**src/sv/mwsf_pkg.sv**
```systemverilog
`default_nettype none

package mwsf_pkg;

  localparam int DATA_W      = 32;
  localparam int OP_W        = 2;
  localparam int PAT_FIELD_W = 4;
  localparam int SLOT_FIELD_W = 4;
  localparam int LEN_FIELD_W = 5;

  localparam int NUM_PATTERNS_DEF = 16;
  localparam int PATTERN_LEN_DEF  = 16;

  localparam int QUEUE_DEPTH = 4;

  localparam logic [OP_W-1:0] OP_STREAM = 2'd0;
  localparam logic [OP_W-1:0] OP_LOAD   = 2'd1;
  localparam logic [OP_W-1:0] OP_SETLEN = 2'd2;

  typedef enum logic [1:0] {
    CMD_STREAM = 2'd0,
    CMD_LOAD   = 2'd1,
    CMD_SETLEN = 2'd2
  } kind_t;

  typedef struct packed {
    kind_t                    kind;
    logic                     first;
    logic [DATA_W-1:0]        data;
    logic [DATA_W-1:0]        mask;
    logic [PAT_FIELD_W-1:0]   pattern;
    logic [SLOT_FIELD_W-1:0]  slot;
    logic [LEN_FIELD_W-1:0]   length;
  } cmd_t;

endpackage

`default_nettype wire

```
**src/sv/mwsf_if.sv**
```systemverilog
`default_nettype none

interface mwsf_cmd_if;
  import mwsf_pkg::*;

  logic                    valid;
  logic                    ready;
  logic [OP_W-1:0]         op;
  logic                    first;
  logic [DATA_W-1:0]       data;
  logic [DATA_W-1:0]       mask;
  logic [PAT_FIELD_W-1:0]  pattern;
  logic [SLOT_FIELD_W-1:0] slot;
  logic [LEN_FIELD_W-1:0]  length;

  modport source (output valid, op, first, data, mask, pattern, slot, length,
                  input ready);
  modport sink (input valid, op, first, data, mask, pattern, slot, length,
                output ready);
endinterface


`default_nettype wire

```
**src/sv/mwsf_front.sv**
```systemverilog
`default_nettype none

module mwsf_front #(
  parameter int NUM_PATTERNS = 16,
  parameter int PATTERN_LEN  = 16
) (
  mwsf_cmd_if.sink        cmd,
  input  logic            full,
  output logic            push,
  output mwsf_pkg::cmd_t  entry
);
  import mwsf_pkg::*;

  logic pat_ok;
  logic slot_ok;
  logic keep;

  assign cmd.ready = !full;
  assign pat_ok    = 32'(cmd.pattern) < 32'(NUM_PATTERNS);
  assign slot_ok   = 32'(cmd.slot) < 32'(PATTERN_LEN);

  // Requests that would change nothing are dropped here and never queued.
  always_comb begin
    entry.kind    = CMD_STREAM;
    entry.first   = cmd.first;
    entry.data    = cmd.data;
    entry.mask    = cmd.mask;
    entry.pattern = cmd.pattern;
    entry.slot    = cmd.slot;
    entry.length  = cmd.length;
    keep          = 1'b0;
    unique case (cmd.op)
      OP_STREAM: begin
        keep = 1'b1;
      end
      OP_LOAD: begin
        entry.kind = CMD_LOAD;
        keep       = pat_ok && slot_ok;
      end
      OP_SETLEN: begin
        entry.kind = CMD_SETLEN;
        keep       = pat_ok;
        if (32'(cmd.length) > 32'(PATTERN_LEN)) begin
          entry.length = LEN_FIELD_W'(PATTERN_LEN);
        end
      end
      default: begin
        keep = 1'b0;
      end
    endcase
  end

  assign push = cmd.valid && cmd.ready && keep;

endmodule

`default_nettype wire

```
**src/flat_wrapper.sv**
```systemverilog
// flat-port wrapper written by rule: the top's interface ports become plain ports
module mwsf_front_flat import mwsf_pkg::*;
#(
  parameter int NUM_PATTERNS = 16,
  parameter int PATTERN_LEN  = 16
)
  (full, push, entry, cmd_valid, cmd_op, cmd_first, cmd_data, cmd_mask, cmd_pattern, cmd_slot, cmd_length, cmd_ready);
  mwsf_cmd_if cmd_i ();
  input  logic full;
  output logic push;
  output mwsf_pkg::cmd_t entry;
  input wire logic [$bits(cmd_i.valid)-1:0] cmd_valid;
  input wire logic [$bits(cmd_i.op)-1:0] cmd_op;
  input wire logic [$bits(cmd_i.first)-1:0] cmd_first;
  input wire logic [$bits(cmd_i.data)-1:0] cmd_data;
  input wire logic [$bits(cmd_i.mask)-1:0] cmd_mask;
  input wire logic [$bits(cmd_i.pattern)-1:0] cmd_pattern;
  input wire logic [$bits(cmd_i.slot)-1:0] cmd_slot;
  input wire logic [$bits(cmd_i.length)-1:0] cmd_length;
  output wire logic [$bits(cmd_i.ready)-1:0] cmd_ready;
  assign cmd_i.valid = cmd_valid;
  assign cmd_i.op = cmd_op;
  assign cmd_i.first = cmd_first;
  assign cmd_i.data = cmd_data;
  assign cmd_i.mask = cmd_mask;
  assign cmd_i.pattern = cmd_pattern;
  assign cmd_i.slot = cmd_slot;
  assign cmd_i.length = cmd_length;
  assign cmd_ready = cmd_i.ready;
  mwsf_front #(.NUM_PATTERNS(NUM_PATTERNS), .PATTERN_LEN(PATTERN_LEN)) u_core (.cmd(cmd_i), .full(full), .push(push), .entry(entry));
endmodule
```
**config.mk**
```make
export PLATFORM = sky130hd
export DESIGN_NAME = mwsf_front_flat
export DESIGN_NICKNAME = d
export VERILOG_FILES = /design/src/sv/mwsf_pkg.sv /design/src/sv/mwsf_if.sv /design/src/sv/mwsf_front.sv /design/src/flat_wrapper.sv
export SDC_FILE = /design/constraint.sdc
export NUM_CORES = 1
export LEC_CHECK = 0
export BUFFER_PORTS_ARGS = -buffer_cell sky130_fd_sc_hd__buf_2
export CAP_MARGIN = 15
export CORE_AREA = 2 2 63 65
export DETAILED_ROUTE_END_ITERATION = 10
export DIE_AREA = 0 0 65 67
export GPL_ROUTABILITY_DRIVEN = 0
export PLACE_DENSITY = 0.77
export SYNTH_ARGS = -nofsm -noshare
export SYNTH_HDL_FRONTEND = slang
export SYNTH_SLANG_ARGS = --single-unit
```
**constraint.sdc**
```tcl
create_clock -name vclk -period 0.8
set_input_delay 0.16 -clock vclk [all_inputs]
set_output_delay 0.16 -clock vclk [all_outputs]
set_load 0.05 [all_outputs]
```
* Word-level counts from Yosys, hierarchy flattened
Cells that the tools add are included.
Word-level totals: bits in registers 0, input bits 82, output and inout port bits 82, word-level logic and storage cells 12
Operators by class: magnitude comparators 1, equal/unequal tests 2, mux-type cells 4, reductions and logical operators 5
Operators with widths (number):
- $mux W5 | 2
- $gt A5 B5 Y1 const B | 1
- $pmux W2 S2 | 1
- $reduce_or A3 Y1 | 1
- $eq A2 B1 Y1 const B | 1
- $eq A2 B2 Y1 const B | 1
- $logic_and A1 B1 Y1 | 2
- $logic_not A2 Y1 | 1
- $logic_not A1 Y1 | 1
- $mux W1 | 1

* Depth between registers and ports, before layout
Gate-level depths: netlist of the first run.
word-level depth 4, depth in mapped cells 2, gate-level depth less buffers 2

* Worst setup path before layout of the first run
Ideal clock, no wire load.
kind input to output, from input port full, to output port push, arrival time 1.009 ns, required time 0.640 ns, path slack -0.369 ns, stages on the path 2, path buffers 0, cell sequence inv_1 -> and3_1
On the way: cells in the longest elaborated chain, start to end 3
RTL lines:
- from (decl) | RTL line flat_wrapper.sv:9 | input logic full;
- $logic_not A1 Y1 | RTL line mwsf_front.sv:18 | assign cmd.ready = !full;
- $logic_and A1 B1 Y1 (2 in series) | RTL line mwsf_front.sv:53 | assign push = cmd.valid && cmd.ready && keep;
- to (decl) | RTL line flat_wrapper.sv:10 | output logic push;
Every way passes these cells.

==> results of run 1 <==
[where the power goes]
part / switching [mW] / internal [mW] / total, mW
clock: 0 / 0 / 0
sequential: 0 / 0 / 0
combinational: 0.139 / 0.113 / 0.252
[area by class of cell]
| class | count | area [µm²] | share of cell area, % |
|---|---|---|---|
| Multi-Input combinational cell | 9 | 91.3 | 27.5 |
| Inverter | 1 | 3.75 | 1.13 |
| Tap cell | 48 | 60.1 | 18.1 |
| Timing Repair Buffer | 19 | 176 | 53.2 |
[kinds of logic (layout without fill, tap and decap cells)]
kind of cell	after synthesis	after routing	share of synthesized area, %
buf+inv	75	20	89.0
simple gates	9	9	11.0
[cells in the mapped netlist (all sizes together)]
cell | number | area share (%)
nand3b | 1 | 3.2
nand2 | 1 | 0.60
nor2b | 1 | 1.0
and3 | 1 | 1.0
buf | 73 | 88
inv | 1 | 0.60
and2b | 1 | 1.2
clkbuf | 1 | 0.60
and2 | 4 | 4.0
[cells in the final DEF (no fill, tap or decap)]
cell type and n:
nor2b_4 1, buf_8 6, nand2_1 1, buf_2 9
buf_4 1, and2_4 4, and3_4 1, buf_6 3
nand3b_4 1, and2b_1 1, inv_2 1
[what timing repair did]
| item | 4_1_cts | 5_1_grt |
|---|---|---|
| endpoints found under the hold margin | 0 | 0 |
| pin swaps | 5 | 1 |
| setup buffers | 0 | 0 |
| resized for setup | 28 | 2 |
| endpoints found under the setup margin | 7 | 6 |
[stage by stage]
| stage | util [%] | setup WS (ns) | total power, mW |
|---|---|---|---|
| final | 9.20 | -0.0806 | 0.252 |
| after global routing | 9.20 | -0.0881 | 0.260 |
| after CTS | 8.95 | -0.0766 | 0.245 |
| after floorplan | - | -0.209 | 1.11 |
| after global placement | 6.73 | -0.192 | 0.181 |
| after detailed placement | 6.73 | -0.201 | 0.183 |
[per-layer routing]
layer / up-vias / wire, µm / GRT usage [%]
met5: - / 0 / 0
met4: 0 / 241 / 10.6
met3: 34 / 339 / 4.56
met2: 56 / 401 / 5.41
met1: 97 / 134 / 0.500
li1: 69 / - / -
[worst max-delay path, delay by kind of cell]
| kind | cells | cell delay [ns] |
|---|---|---|
| buf+inv | 2 | 0.24 |
| simple gates | 2 | 0.31 |
[how the worst max path moves through the flow]
stage | to | cells past startpoint
after global placement | entry[3] | 4
final | entry[1] | 4
after global routing | entry[1] | 4
after detailed placement | entry[2] | 4
after CTS | entry[2] | 4
after floorplan | push | 2
==> metrics.yaml, run 1 <==
outcome: "complete, but fails checks"
failed_checks: "setup timing"
clock.fmax_mhz: 1140
worst_pin_slew_ns: 0.247
core_mm2: 0.00361
finalCriticalPeriod_ns: 0.881
synth.lib_cells_used.distinct: 9
fin_hold_ws_ns: 0.320
worst_setup_path_start_kind: "input pin"
nets_finish: 113
required_ns: 0.64
grt-ovfl-total: 0
sequential_area_um2: 0
grt_antenna_before_repair: 0
largest_net_degree_at_the_start_of_global_routing: 5
detailedRoute.firstPassIterationCount: 2
delay_of_the_slowest_critical_path_stage_ns: 0.16
fp.dieH_um: 67
placement.io_buffers: 18
ioPinCount: 164
floorplan.initialDensity_pct: 17.3
post_drt_via_cell_ratio: 3.32
finalSetupViolCount: 6
via_count_of_the_first_global_routing_pass: 269
drive_gt1_share_pct: 93.1
placedInstanceArea_um2: 243
floorplan.rows: 22
yosys_warnings: 0
cts_hold_buffers: 0
wl_um: 1120
crit_top_cell: "buf_8"
syn_nets: 166
clk_buf_instances: 0
fp.dieArea_mm2: 0.00436
design_area_um2: 332
synth_area_um2: 624
whs_endpoint: "entry[30]"
power_leakage_nw: 0.160
worst-path-max-fanout: 4
path_class: "input pin to output port"
hold_path.startpoint: "cmd_mask[17]"
ys_seq_area_share_pct: 0
die_width_um: 65
post_synth_inst_count: 84
hold_violations: 0
n_sequential_cell: 0
timing.critical_path.cells: "buf_8, nand3b_4, and2_4, buf_8"
final_critical_path_setup_slack_ns: -0.0806
number_of_max_capacitance_violations_reported: 0
numPlacedInstances: 77
routed_wire_length_per_instance_um: 14.5
timing.hold.worst_path_depth: 0
timing.max_slew.rel_slack_pct: 83.6
timing.hold.worst.class: "input pin to output port"
num-fill-cells: 412
drt.antenna.violating_nets: 0
vias_after_detailed_routing: 256
fin_crit_sh_pct: 110
worstPathArrival_ns: 0.72
worstSetupEndpointType: "output port"
post_layout_instance_count_excluding_filler_cells: 77
diodes: 0
slew_violations: 0
crit_path_top_delay_cell: "nand3b_4"
postSynthAreaPerCell_um2: 7.43
drt_drc_violations_left: 0
grtUsageTotal_pct: 4.05
grt_setup_unrepaired: "true"
syn2layout_area_growth_pct: -46.9
max-vdd-ir-drop_uv: 43.1
aggregate_negative_setup_slack_ns: -0.335
grt_first_pass_wirelength_um: 1320
drt_iter0_drc: 2
pwr_density_cell_mw_per_mm2: 760
critPathLaunch: "cmd_op[0]"
Note: power is estimated with default switching activity, not from simulation.
==> run 2, diff against run 1 <==
- PLACE_DENSITY: 0.77 -> 0.78
==> run 2 against run 1 <==
  * The flow still finishes with violations (setup timing)
  * Non-clock buffer count unchanged
  * Final cell count did not move
  * Wire length up 1.6%
  * First-iteration DRC count decreased by 50%
  * Via count up 3.1%
  * Largest power group unchanged
  * Sequential share of layout area is the same
  * Critical endpoint is now entry[0]
  * Total power is 2.2% lower
  * Combinational power shrank 2%
  * Count of clock-buffer cells in the layout did not move
  * Critical path depth did not move
  * Die area did not move
==> metrics.yaml, run 2 (synthesis gave the netlist of run 1 again) <==
timing.hold.worst.class: "input pin to output port"  # unchanged
fin_hold_ws_ns: 0.320  # unchanged
via_count_of_the_first_global_routing_pass: 272  # was 269
finalSetupViolCount: 6  # unchanged
vias_after_detailed_routing: 264  # was 256
worst-path-max-fanout: 4  # unchanged
pwr_density_cell_mw_per_mm2: 755  # was 760 mW/mm²
detailedRoute.firstPassIterationCount: 2  # unchanged
layout_commonest_cell: "buf_2"  # unchanged
numPlacedInstances: 77  # unchanged
placedInstanceArea_um2: 243  # unchanged
dpl.hpwl_um: 888
floorplan.initialDensity_pct: 17.3  # unchanged
crit_path_top_delay_cell: "nand3b_4"  # unchanged
outcome: "complete, but fails checks"  # unchanged
delay_of_the_slowest_critical_path_stage_ns: 0.16  # about the same
die_width_um: 65  # unchanged
finalCriticalPeriod_ns: 0.872  # was 0.881 ns
routed_wire_length_per_instance_um: 14.7  # was 14.5 µm
clk_buf_instances: 0  # unchanged
wl_um: 1140  # was 1120 µm
total_power_uw: 247  # was 252 µW
fp.dieArea_mm2: 0.00436  # unchanged
grtUsageTotal_pct: 4.30  # was 4.05%
path_class: "input pin to output port"  # unchanged
timing.max_slew.rel_slack_pct: 83.7  # was 83.6%
post-route-util_pct: 9.06  # was 9.20%
timing.critical_path.max_delay_family: "simple AND/OR/NAND/NOR gates"  # unchanged
drt_drc_violations_left: 0  # unchanged
design_area_um2: 327  # was 332 µm²
diodes: 0  # unchanged
n_sequential_cell: 0  # unchanged
final_critical_path_setup_slack_ns: -0.0721  # was -0.0806 ns
timing.critical_path.cells: "buf_8, nand3b_4, and2_4, buf_8"  # unchanged
number_of_max_capacitance_violations_reported: 0  # unchanged
ioPinCount: 164  # unchanged
largest_net_degree_at_the_start_of_global_routing: 5  # unchanged
required_ns: 0.64  # about the same
grt_setup_unrepaired: "true"  # unchanged
aggregate_negative_setup_slack_ns: -0.303  # was -0.335 ns
grt_first_pass_wirelength_um: 1390  # was 1320 µm
drt.antenna.violating_nets: 0  # unchanged
placement.io_buffers: 18  # unchanged
fp.dieH_um: 67  # unchanged
grt_antenna_before_repair: 0  # unchanged
hold_violations: 0  # unchanged
sequential_area_um2: 0  # unchanged
nets_finish: 113  # unchanged
path_buf_inv: 2  # unchanged
floorplan.rows: 22  # unchanged
fin_crit_sh_pct: 109  # was 110%
pre_cts_ws_ns: -0.200  # was -0.201 ns
final_cell_mix: "buf_2 (9), buf_8 (6), and2_4 (4)"  # unchanged
grt-ovfl-total: 0  # unchanged
max-vdd-ir-drop_uv: 48.8  # was 43.1 µV
slew_violations: 0  # unchanged
drive_gt1_share_pct: 93.1  # unchanged
crit_top_cell: "buf_8"  # unchanged
worst_setup_path_start_kind: "input pin"  # unchanged
post_drt_via_cell_ratio: 3.43  # was 3.32
drt_iter0_drc: 1  # was 2
post_layout_instance_count_excluding_filler_cells: 77  # unchanged
core_mm2: 0.00361  # unchanged
syn2layout_area_growth_pct: -47.7  # was -46.9%
worstPathArrival_ns: 0.71  # was 0.72 ns
worst_pin_slew_ns: 0.246  # was 0.247 ns
failed_checks: "setup timing"  # unchanged
worstSetupEndpointType: "output port"  # unchanged
power_leakage_nw: 0.156  # was 0.160 nW
clock.fmax_mhz: 1150  # was 1140 MHz
## run 2: what timing repair did
item | 4_1_cts | 5_1_grt
hold buffers | 0 | 0
setup endpoints to repair | 7 | 6
setup buffers | 0 | 0
pin swaps | 5 | 1
gates resized for setup | 27 | 2
## run 2: layer usage
| layer | track usage [%] | vias to the layer above | routed length (µm) | part of all wire, % |
|---|---|---|---|---|
| met5 | 0 | - | 0 | 0 |
| met4 | 9.84 | 0 | 233 | 21 |
| met3 | 4.90 | 36 | 357 | 31 |
| met2 | 6.44 | 65 | 420 | 37 |
| met1 | 0.500 | 94 | 123 | 11 |
| li1 | - | 69 | - | - |
## run 2: cell type report
type               count  area, µm²
inverters              1       3.75
fillers              410       3280
well taps             48       60.1
multi-input cells      9       86.3
repair buffers        19        176
## run 2: worst paths after layout
kind | start | end | slack (ns) | cells past startpoint
worst max-delay path | cmd_op[0] | entry[0] | -0.07 | 4
worst min-delay path | cmd_mask[17] | entry[30] | 0.32 | 0
## run 2: power breakdown
part           switching, mW  internal, mW  total, mW
clock network              0             0          0
registers                  0             0          0
logic                  0.135         0.111      0.247
total                  0.135         0.111      0.247
