<file path="config.mk">
export PLATFORM = sky130hd
export DESIGN_NAME = mwsf_queue
export DESIGN_NICKNAME = d
export VERILOG_FILES = /design/src/sv/mwsf_pkg.sv /design/src/sv/mwsf_queue.sv
export SDC_FILE = /design/constraint.sdc
export NUM_CORES = 1
export LEC_CHECK = 0
export BUFFER_PORTS_ARGS = -buffer_cell sky130_fd_sc_hd__buf_4
export CAP_MARGIN = 25
export CORE_ASPECT_RATIO = 1.4
export CORE_UTILIZATION = 32
export CTS_BUF_LIST = sky130_fd_sc_hd__clkbuf_2
export DETAILED_ROUTE_END_ITERATION = 10
export PLACE_DENSITY = 0.56
export SYNTH_ARGS = -nofsm -noshare
export SYNTH_HDL_FRONTEND = slang
export SYNTH_SLANG_ARGS = --single-unit
</file>
<file path="constraint.sdc">
create_clock -name clk -period 5.2 [get_ports clk]
set_clock_uncertainty 0.15 [all_clocks]
set_input_delay 0 -clock clk [delete_from_list [all_inputs] [get_ports clk]]
set_output_delay 0 -clock clk [all_outputs]
set_load 0.01 [all_outputs]
</file>
<file path="src/sv/mwsf_pkg.sv">
`default_nettype none

package mwsf_pkg;

  localparam int DATA_W      = 32;
  localparam int OP_W        = 2;
  localparam int PAT_FIELD_W = 4;
  localparam int SLOT_FIELD_W = 4;
  localparam int LEN_FIELD_W = 5;

  localparam int NUM_PATTERNS_DEF = 16;
  localparam int PATTERN_LEN_DEF  = 16;

  localparam int QUEUE_DEPTH = 4;

  localparam logic [OP_W-1:0] OP_STREAM = 2'd0;
  localparam logic [OP_W-1:0] OP_LOAD   = 2'd1;
  localparam logic [OP_W-1:0] OP_SETLEN = 2'd2;

  typedef enum logic [1:0] {
    CMD_STREAM = 2'd0,
    CMD_LOAD   = 2'd1,
    CMD_SETLEN = 2'd2
  } kind_t;

  typedef struct packed {
    kind_t                    kind;
    logic                     first;
    logic [DATA_W-1:0]        data;
    logic [DATA_W-1:0]        mask;
    logic [PAT_FIELD_W-1:0]   pattern;
    logic [SLOT_FIELD_W-1:0]  slot;
    logic [LEN_FIELD_W-1:0]   length;
  } cmd_t;

endpackage

`default_nettype wire

</file>
<file path="src/sv/mwsf_queue.sv">
`default_nettype none

module mwsf_queue (
  input  logic            clk,
  input  logic            rst,
  input  logic            push,
  input  mwsf_pkg::cmd_t  push_entry,
  output logic            full,
  input  logic            pop,
  output mwsf_pkg::cmd_t  pop_entry,
  output logic            valid
);
  import mwsf_pkg::*;

  localparam int PTR_W = (QUEUE_DEPTH > 1) ? $clog2(QUEUE_DEPTH) : 1;
  localparam int CNT_W = $clog2(QUEUE_DEPTH + 1);

  cmd_t             store [QUEUE_DEPTH];
  logic [PTR_W-1:0] wr_ptr;
  logic [PTR_W-1:0] rd_ptr;
  logic [CNT_W-1:0] count;

  assign full      = count == CNT_W'(QUEUE_DEPTH);
  assign valid     = count != '0;
  assign pop_entry = store[rd_ptr];

  always_ff @(posedge clk) begin
    if (rst) begin
      wr_ptr <= '0;
      rd_ptr <= '0;
      count  <= '0;
    end else begin
      if (push) begin
        wr_ptr <= (wr_ptr == PTR_W'(QUEUE_DEPTH - 1)) ? '0 : wr_ptr + PTR_W'(1);
      end
      if (pop) begin
        rd_ptr <= (rd_ptr == PTR_W'(QUEUE_DEPTH - 1)) ? '0 : rd_ptr + PTR_W'(1);
      end
      if (push && !pop) begin
        count <= count + CNT_W'(1);
      end else if (pop && !push) begin
        count <= count - CNT_W'(1);
      end
    end
  end

  always_ff @(posedge clk) begin
    if (push) begin
      store[wr_ptr] <= push_entry;
    end
  end

endmodule

`default_nettype wire

</file>
# Yosys cells after proc, flatten, opt, wreduce, memory -nomap -nowiden
# Memories as Yosys holds them, arrays and structs flattened. A register that Yosys moved wholly into a read port is not among the register bits.
# Index checks and enable logic that the tools add are counted.
dict set report word_totals {
  register_bits 7
  ram_bits 320
  inputBits 84
  output_inout_bits 82
  memories 1
}
# memory depth word_bits rd rd_clocked_by_memory_dff write_ports line_no
set memory_table {}
lappend memory_table {store 4 80 1 1 1 mwsf_queue.sv:18} ;# cmd_t store [QUEUE_DEPTH];
dict set report op_classes {
  n_addsub 4
  eq_ne 3
  n_mux 8
  n_reduce_logical 6
}
# operator count
set op_table {}
lappend op_table {{$mux 2} 4}
lappend op_table {{$mux 3} 2}
lappend op_table {{$add 2x1->2 const B} 2}
lappend op_table {{$eq 2x2->1 const B} 2}
lappend op_table {{$add 3x1->3 const B} 1}
lappend op_table {{$eq 3x3->1 const B} 1}
lappend op_table {{$reduce_bool 3->1} 1}
lappend op_table {{$sub 3x1->3 const B} 1}
lappend op_table {{$logic_and 1x1->1} 2}
lappend op_table {{$logic_not 1->1} 2}
lappend op_table {{$mux 1} 2}
lappend op_table {{$reduce_bool 2->1} 1}

# Logic depth before layout (Yosys ltp)
# Gate-level depths: netlist (run 1).
dict set report logic_depth {
  word_depth 4
  depth_mapped 7
}

# Worst setup path before layout (run 1)
# Ideal clock, no wire load.
dict set report synth_timing {
  path_type {register to register}
  from {register wr_ptr[0]}
  to {memory store[3][0] (netlist bit) (enable)}
  setup_ns 0.447
  t_arrival_ns 2.411
  path_slack_ns 2.192
  path_stages_with_launch 3
  path_buffers 0
  synth_period_minus_slack_ns 3.008
  cell_sequence {dfxtp_1 -> ha_1 -> and2_1}
}
# item line_no
set synth_lines {}
lappend synth_lines {{from (decl)} mwsf_queue.sv:19} ;# logic [PTR_W-1:0] wr_ptr;
lappend synth_lines {{from (signal assigned)} mwsf_queue.sv:34} ;# wr_ptr <= (wr_ptr == PTR_W'(QUEUE_DEPTH - 1)) ? '0 : wr_ptr + PTR_W'(1);
lappend synth_lines {{to (decl)} mwsf_queue.sv:18}
# No word-level cell before the write port.

==> reports/qor.txt, run 1 <==
================================================================================
Final routed wire length divided by cell count ....................     18.58 um
Post-CTS setup repair buffer count ................................            0
Register bit total from synthesis .................................          329
Floorplan die area ................................................ 0.03850 mm^2
Sum of negative setup slack .......................................         0 ns
Min Tclk post-route ...............................................     3.308 ns
Termination of the worst setup path ............................... pop_entry[79]
RSZ-0062 raised after global routing ..............................           no
Critical Path Sink Type ...........................................   output pin
Leakage power .....................................................     5.669 nW
Terminus of the critical flop-to-flop path ........................     count[2]
Antenna violations before repair ..................................            4
Finished Layout Cells .............................................         1390
Worst path arrival time ...........................................      3.16 ns
Number of DRC violations after detailed-routing iteration 0 .......          339
Half-perimeter wire length after placement ........................     14.22 mm
Fraction of final layout cells sized beyond drive strength 1 ......       41.20%
Clock insertion delay at the later pin of the skew report .........      0.92 ns
Total length of routed wires ......................................     25.83 mm
Run status ........................................................ finished, violations left
Net Count, Synth ..................................................          553
Area growth from synthesis to final layout ........................       33.70%
Critical Setup Path Class .........................................   reg -> out
HP Class ..........................................................    in -> reg
Sequential-to-total area share from yosys stat ....................       81.12%
Synthesized instance count ........................................          462
# clock sinks .....................................................          329
Cell type of the slowest stage on the worst timing path ........... sky130_fd_sc_hd__dfxtp_4
Number of buffers added to fix hold violations after cts ..........          170
Mapped Area ....................................................... 0.01207 mm^2
TritonCTS clock tree ..............................................         done
Routed via count ..................................................         6279
Mean instance size in the synthesized netlist .....................   26.12 um^2
CTS clock-pin slew for the worst setup and hold paths .............      0.10 ns
Dominant cells by area after synthesis ............................ sky130_fd_sc_hd__edfxtp_1 80%, sky130_fd_sc_hd__mux4_2 15%, sky130_fd_sc_hd__dfxtp_1 1.5%
Tot Pwr ...........................................................   0.005345 W
Number of library cell types mapped by synthesis ..................           18
Ports placed on the boundary ......................................          166
Buffers from clock root to sink, at most ..........................            3
Crit path required time ...........................................      5.05 ns
Total of cells resized after clock tree synthesis .................            0
Vias in the first global route ....................................         7229
Cell type group with the largest total delay on the critical path .   flip-flops
Sum of buffers and inverters on the critical path .................            2
First-pass detailed-route iteration total .........................            7
Count of max-cap constraint violations ............................            0
Final Hold Fails ..................................................            0
Final-report max-slew violation count .............................            0
Violations in the final reports ................................... design-rule violations
Sort of element at the start of the critical path .................     register
DRC violations left ...............................................           20
Critical Path, Cell by Cell ....................................... buf_4, mux4_2, buf_4
Height of the chip ................................................     231.8 um
PwrDens ........................................................... 331.3 mW/mm^2
Yosys top cell area share .........................................       79.63%
Reg2reg path depth ................................................            6
Dominant cell type by area after synthesis ........................ sky130_fd_sc_hd__edfxtp_1
Setup violators final .............................................            0
Critical path's largest stage delay ...............................      0.91 ns
Largest fanout of any net on the critical path ....................           41
Number of filler cells placed in the layout .......................         3224
Fmax ..............................................................   0.3023 GHz
Worst VDD drop ....................................................     172.6 uV
Final design area excluding fillers ............................... 0.01613 mm^2
Number of cells after detailed placement ..........................         1083
Clock H-tree levels ...............................................            3
YS warnings .......................................................            0
Chip width ........................................................     166.1 um
Core Region ....................................................... 0.03687 mm^2
Area taken by flip-flops and latches .............................. 0.009797 mm^2
Most used cell along the critical path ............................ sky130_fd_sc_hd__buf_4
First-pass GRT wire length ........................................     39.65 mm
Final ANT Viol Nets ...............................................            0
Placed cell area .................................................. 0.01375 mm^2
Initial Util ......................................................       32.73%
GRT Total Usage ...................................................       13.86%
Pin count of the biggest net entering global routing ..............           53
Flop-to-flop setup slack ..........................................      2.43 ns
Transition time at the pin with the least slew margin .............    0.8809 ns
Clock buffer count from CTS .......................................           77
Area used by multi-input combinational logic ...................... 0.002058 mm^2
R2r startpoint ....................................................     count[0]
RD Place Congestion ...............................................       0.6814
Detailed-route vias per instance ..................................        4.517
Clock root buffer ................................................. sky130_fd_sc_hd__clkbuf_2
Number of stages on the worst setup path ..........................            3
Standard-cell rows ................................................           83
Gr ovfl total .....................................................            0
Final Net Count ...................................................          956
Number of I/O port buffers ........................................          165
Headroom to the max-slew limit ....................................       41.28%
Final worst path period share .....................................       63.61%
================================================================================
stage by stage:
| stage | hold slack, ns | setup WS [ns] | util, % |
|---|---|---|---|
| global placement | 0.04729 | 2.693 | 37.28 |
| global route | 0.06433 | 1.505 | 43.76 |
| CTS | 0.02022 | 1.583 | 43.74 |
| floorplan | -0.08093 | 2.192 | - |
| detailed placement | 0.05294 | 2.671 | 37.28 |
| finish | 0.1388 | 1.892 | 43.76 |
cells in the mapped netlist, drive strengths merged:
master and number:
edfxtp 320, mux4 80, buf 18, dfxtp 9
nor2 7, ha 6, and2 4, inv 4
mux2i 4, a21oi 2, nor3b 2, or3 2
xor2 2, fa 1, o21ai 1
worst min-delay path by stage:
stage	slack (ns)	depth (start not counted)	start	to
floorplan	-0.08	1	rst	count[2]
global placement	0.05	1	push_entry[8]	store[3][8]
detailed placement	0.05	1	push_entry[6]	store[0][6]
CTS	0.02	3	push	store[3][36]
global route	0.06	3	push	store[3][38]
finish	0.14	3	push	store[3][36]
final cells by class:
class / count / share of cell area, %
Timing Repair Buffer: 342 / 18.55
Antenna cell: 3 / 0.04653
Inverter: 4 / 0.09306
Clock inverter: 19 / 0.6437
Tap cell: 467 / 3.622
Clock buffer: 115 / 3.567
Multi-Input combinational cell: 111 / 12.76
Sequential cell: 329 / 60.72
metal layers:
metal	track usage [%]	share of wire (%)	wire (um)	vias to the layer above
met5	0	0.066	17	-
met4	6.980	2.6	672	2
met3	4.074	5.5	1413	53
met2	25.42	55	14120	178
met1	14.34	37	9614	3203
li1	-	-	-	2843
logic make-up after synthesis:
family	count (synthesis)	share of synthesized area, %
buf+inv	22	1.908
mux	84	15.26
xor+xnor	2	0.1452
flops	329	81.12
compound gates	3	0.1244
simple gates	15	0.6531
fa+ha+maj	7	0.7880
sequential cells by signal (all words and copies together), names as in the netlist, named ones only:
register  count
store       320
rd_ptr        2
count         3
wr_ptr        2
placed cells by master (no fill, tap or decap), drive strengths merged, types with 3 or more instances in the layout:
master,instances
nor2,7
buf,172
clkinv,18
mux2i,4
dfxtp,9
dlygate4sd3,170
inv,4
mux4,80
diode,3
clkbuf,115
ha,6
edfxtp,320
and2,4
worst reg2reg max path: cells and delay by family (launching register included):
kind                     cells  cell delay (ns)
flip-flops                   1             0.37
adder cells (fa/ha/maj)      1             0.44
XOR/XNOR                     1             0.16
AO/OA/AOI/OAI                1             0.14
buffers and inverters        2             1.14
AND/OR/NAND/NOR              1             0.31
power breakdown:
group / switching (W) / total, W / internal, W
Combinational: 0.000282 / 0.000648 / 0.000366
Clock: 0.000979 / 0.00161 / 0.000634
Sequential: 0.0000507 / 0.00308 / 0.00303
No activity file was read; power rests on OpenSTA's default activity.
==> run 2: changes to the inputs <==
--- a/config.mk
+++ b/config.mk
@@ -5,13 +5,14 @@
 export SDC_FILE = /design/constraint.sdc
 export NUM_CORES = 1
 export LEC_CHECK = 0
+export ABC_AREA = 1
 export BUFFER_PORTS_ARGS = -buffer_cell sky130_fd_sc_hd__buf_4
 export CAP_MARGIN = 25
 export CORE_ASPECT_RATIO = 1.4
 export CORE_UTILIZATION = 32
 export CTS_BUF_LIST = sky130_fd_sc_hd__clkbuf_2
 export DETAILED_ROUTE_END_ITERATION = 10
-export PLACE_DENSITY = 0.56
+export PLACE_DENSITY = 0.57
 export SYNTH_ARGS = -nofsm -noshare
 export SYNTH_HDL_FRONTEND = slang
 export SYNTH_SLANG_ARGS = --single-unit
==> constraint.sdc (replaced) <==
create_clock -name clk -period 2.7 [get_ports clk]
set_clock_uncertainty 0.15 [all_clocks]
set_input_delay 0 -clock clk [delete_from_list [all_inputs] [get_ports clk]]
set_output_delay 0 -clock clk [all_outputs]
set_load 0.01 [all_outputs]
==> run 2 against run 1 <==
  * The run now ends clean
  * Sequential cell count unchanged
  * Total power increased by 97%
  * Register-to-register slack got worse by 1.6 ns
  * Die area increased by 1.8%
  * Synthesized cell count increased by 81%
  * Sequential share of layout area decreased by 1.8 points
  * Clock-buffer cell count increased by 4
  * Combinational power increased by 130%
  * Clock power increased by 96%
  * Critical path type unchanged
  * Largest cell class unchanged
==> reports/qor.txt, run 2 <==
==============================================================================
Clock buffer count from CTS .....................................           78   was 77
Gr ovfl total ...................................................            0   unchanged
GRT Total Usage .................................................       15.00%   was 13.86%
CTS clock-pin slew for the worst setup and hold paths ...........      0.11 ns   was 0.10 ns
Setup violators final ...........................................            0   unchanged
Ys async rst share ..............................................           0%   unchanged
Fmax ............................................................   0.4048 GHz
HP Class ........................................................    in -> reg   unchanged
Clock root buffer ............................................... sky130_fd_sc_hd__clkbuf_2   unchanged
Number of flops mapped to enable cells by yosys .................          320   unchanged
Floorplan die area .............................................. 0.03918 mm^2   was 0.03850 mm^2
Core Region ..................................................... 0.03773 mm^2   was 0.03687 mm^2
Xor/xnor share of the synthesized area ..........................     0.07130%   was 0.1452%
Sum of negative setup slack .....................................         0 ns   unchanged
Headroom to the max-slew limit ..................................       60.40%   was 41.28%
Vias in the first global route ..................................         8581   was 7229
Most repeated cell in the gate-level netlist after synthesis .... sky130_fd_sc_hd__edfxtp_1   unchanged
Most common cell after layout, fill and taps aside .............. sky130_fd_sc_hd__edfxtp_1   unchanged
First-pass detailed-route iteration total .......................            5   was 7
Sequential-to-total area share from yosys stat ..................       79.70%   was 81.12%
Dominant cell type by area after synthesis ...................... sky130_fd_sc_hd__edfxtp_1   unchanged
Leakage power ...................................................     6.058 nW   was 5.669 nW
Net Count, Synth ................................................          925   was 553
YS warnings .....................................................            0   unchanged
Clock insertion delay at the later pin of the skew report .......      0.91 ns   was 0.92 ns
Area growth from synthesis to final layout ......................       35.25%   was 33.70%
Min Tclk post-route .............................................     2.471 ns
Final worst path period share ...................................       91.50%
Dominant combinational cell family by area after synthesis ...... compound AO/OA/AOI/OAI gates   was multiplexers
Flop-to-flop setup slack ........................................      0.86 ns   was 2.43 ns
Main flop type after synthesis .................................. sky130_fd_sc_hd__edfxtp_1   unchanged
Fraction of final layout cells sized beyond drive strength 1 ....       25.29%   was 41.20%
Total length of routed wires ....................................     29.78 mm   was 25.83 mm
Standard-cell rows ..............................................           84   was 83
Chip width ......................................................     167.6 um   was 166.1 um
Number of filler cells placed in the layout .....................         3446   was 3224
Final Net Count .................................................         1315   was 956
Biggest register ................................................        store   unchanged
RD Place Congestion .............................................       0.7239   was 0.6814
Transition time at the pin with the least slew margin ...........    0.5940 ns   was 0.8809 ns
Register bit total from synthesis ...............................          329   unchanged
Area fraction in and, or, nand and nor cells after synthesis ....       5.653%   was 0.6532%
Half-perimeter wire length after placement ......................     16.05 mm   was 14.22 mm
Routed via count ................................................         8331   was 6279
Run status ......................................................    completed   was finished, violations left
Buffers from clock root to sink, at most ........................            3   unchanged
Critical Setup Path Class .......................................   reg -> out   unchanged
Largest fanout of any net on the critical path ..................           28   was 41
DRC violations left .............................................            0   was 20
Sort of element at the start of the critical path ...............     register   unchanged
Number of I/O port buffers ......................................          165   unchanged
Synthesized instance count ......................................          834   was 462
Yosys top cell area share .......................................       78.23%   was 79.63%
First-pass GRT wire length ......................................     44.54 mm   was 39.65 mm
Antenna violations before repair ................................            2   was 4
TritonCTS clock tree ............................................         done   unchanged
Final ANT Viol Nets .............................................            0   unchanged
Largest register FFs ............................................          320   unchanged
Height of the chip ..............................................     233.8 um   was 231.8 um
Count of max-cap constraint violations ..........................            0   unchanged
Final Hold Fails ................................................            0   unchanged
Initial Util ....................................................       32.55%   was 32.73%
Tot Pwr .........................................................    0.01051 W   was 0.005345 W
Area used by multi-input combinational logic .................... 0.002136 mm^2   was 0.002058 mm^2
Crit path required time .........................................      2.55 ns   was 5.05 ns
Dominant cells by area after synthesis .......................... sky130_fd_sc_hd__edfxtp_1 78%, sky130_fd_sc_hd__o21ai_0 6.2%, sky130_fd_sc_hd__nor2_1 5.2%   was sky130_fd_sc_hd__edfxtp_1 80%, sky130_fd_sc_hd__mux4_2 15%, sky130_fd_sc_hd__dfxtp_1 1.5%
Final routed wire length divided by cell count ..................     16.92 um   was 18.58 um
Worst VDD drop ..................................................     317.7 uV   was 172.6 uV
Adder and majority cell fraction of the synthesized area ........      0.7742%   was 0.7880%
Detailed-route vias per instance ................................        4.734   was 4.517
Post-synth top cells ............................................ 320 x sky130_fd_sc_hd__edfxtp_1, 169 x sky130_fd_sc_hd__nor2_1, 153 x sky130_fd_sc_hd__o21ai_0, 80 x sky130_fd_sc_hd__o22ai_1, 38 x sky130_fd_sc_hd__clkbuf_1   was 320 x sky130_fd_sc_hd__edfxtp_1, 80 x sky130_fd_sc_hd__mux4_2, 9 x sky130_fd_sc_hd__dfxtp_1, 8 x sky130_fd_sc_hd__buf_12, 8 x sky130_fd_sc_hd__buf_2
Pin count of the biggest net entering global routing ............           77   was 53
Largest registers in the final layout ........................... store: 320 flops, count: 3 flops   unchanged
# clock sinks ...................................................          329   unchanged
Clock H-tree levels .............................................            3   unchanged
Critical Path Sink Type .........................................   output pin   unchanged
Final-report max-slew violation count ...........................            0   unchanged
Number of library cell types mapped by synthesis ................           21   was 18
PwrDens ......................................................... 632.7 mW/mm^2   was 331.3 mW/mm^2
Multiplexer share of the synthesized area .......................           0%   was 15.26%
Mapped Area ..................................................... 0.01228 mm^2   was 0.01207 mm^2
Area taken by flip-flops and latches ............................ 0.009794 mm^2   was 0.009797 mm^2
Worst path arrival time .........................................      2.32 ns   was 3.16 ns
Ports placed on the boundary ....................................          166   unchanged
Number of DRC violations after detailed-routing iteration 0 .....          413   was 339
Most frequent cells in the layout ............................... 320 x sky130_fd_sc_hd__edfxtp_1, 178 x sky130_fd_sc_hd__buf_4, 170 x sky130_fd_sc_hd__dlygate4sd3_1   was 320 x sky130_fd_sc_hd__edfxtp_1, 172 x sky130_fd_sc_hd__buf_4, 170 x sky130_fd_sc_hd__dlygate4sd3_1
Share of the synthesized area in compound gates (AO/OA/AOI/OAI) .       10.84%   was 0.1244%
Mean instance size in the synthesized netlist ...................   14.73 um^2   was 26.12 um^2
==============================================================================
==> run 2: logic make-up after synthesis <==
logic type,after synthesis
compound gates,246
xor+xnor,1
fa+ha+maj,7
buf+inv,68
flops,329
simple gates,183
==> run 2: layer usage <==
layer  share of wire [%]  GRT usage [%]  routed length [um]  vias to the layer above
met4                 2.6          7.511                 787                        0
met3                 5.0          3.612                1481                       52
met5                   0              0                   0                        -
li1                    -              -                   -                     3975
met2                  52          26.35               15530                      233
met1                  40          17.07               11980                     4071
==> run 2: critical path, stage by stage, from the launching register on <==
cell and delay, ns:
sky130_fd_sc_hd__dfxtp_4 0.45, sky130_fd_sc_hd__buf_4 0.17, sky130_fd_sc_hd__buf_6 0.22, sky130_fd_sc_hd__o21ai_0 0.14
sky130_fd_sc_hd__o22ai_1 0.26, sky130_fd_sc_hd__buf_4 0.17
==> run 2: per-stage QoR <==
stage | worst slack, ns | hold WS (ns) | instances | util, % | cell area [um^2]
floorplan | 0.001231 | -0.07762 | 834 | - | 12290
global placement | 0.8775 | 0.05307 | 1440 | 37.29 | 14070
detailed placement | 0.8452 | 0.05300 | 1440 | 37.29 | 14070
CTS | 0.001725 | 0.06235 | 1752 | 43.78 | 16520
global route | -0.005379 | 0.1275 | 1760 | 44.03 | 16610
finish | 0.2295 | 0.1977 | 1760 | 44.03 | 16610
==> run 2: power breakdown <==
group | switching (W) | leakage (nW) | total [W] | internal (W)
Sequential | 0.0000562 | 3.01 | 0.00588 | 0.00582
Clock | 0.00189 | 0.551 | 0.00315 | 0.00126
Combinational | 0.000797 | 2.49 | 0.00148 | 0.000685
==> run 2: area by class of cell <==
cell class | count | area share [%]
Multi-Input combinational cell | 437 | 12.86
Inverter | 16 | 0.6025
Timing Repair Buffer | 362 | 19.73
Tap cell | 473 | 3.563
Sequential cell | 329 | 58.96
Clock inverter | 22 | 0.6703
Antenna cell | 2 | 0.03013
Clock buffer | 119 | 3.585
==> run 2: final timing paths <==
path,startpoint,to,cells after the start
worst max register to register,wr_ptr[0],store[3][11],4
worst max-delay path,register,pop_entry[70],5
worst min register to register,wr_ptr[1],wr_ptr[1],2
worst min-delay path,push,store[3][66],5
==> run 2: repair_timing <==
action                                  in CTS  in global routing
endpoints found under the setup margin      56                 15
gates cloned                                 0                  1
buffers inserted                             1                  5
hold buffers                               170                  0
resized for setup                            7                  5
hold endpoints to repair                   649                  0
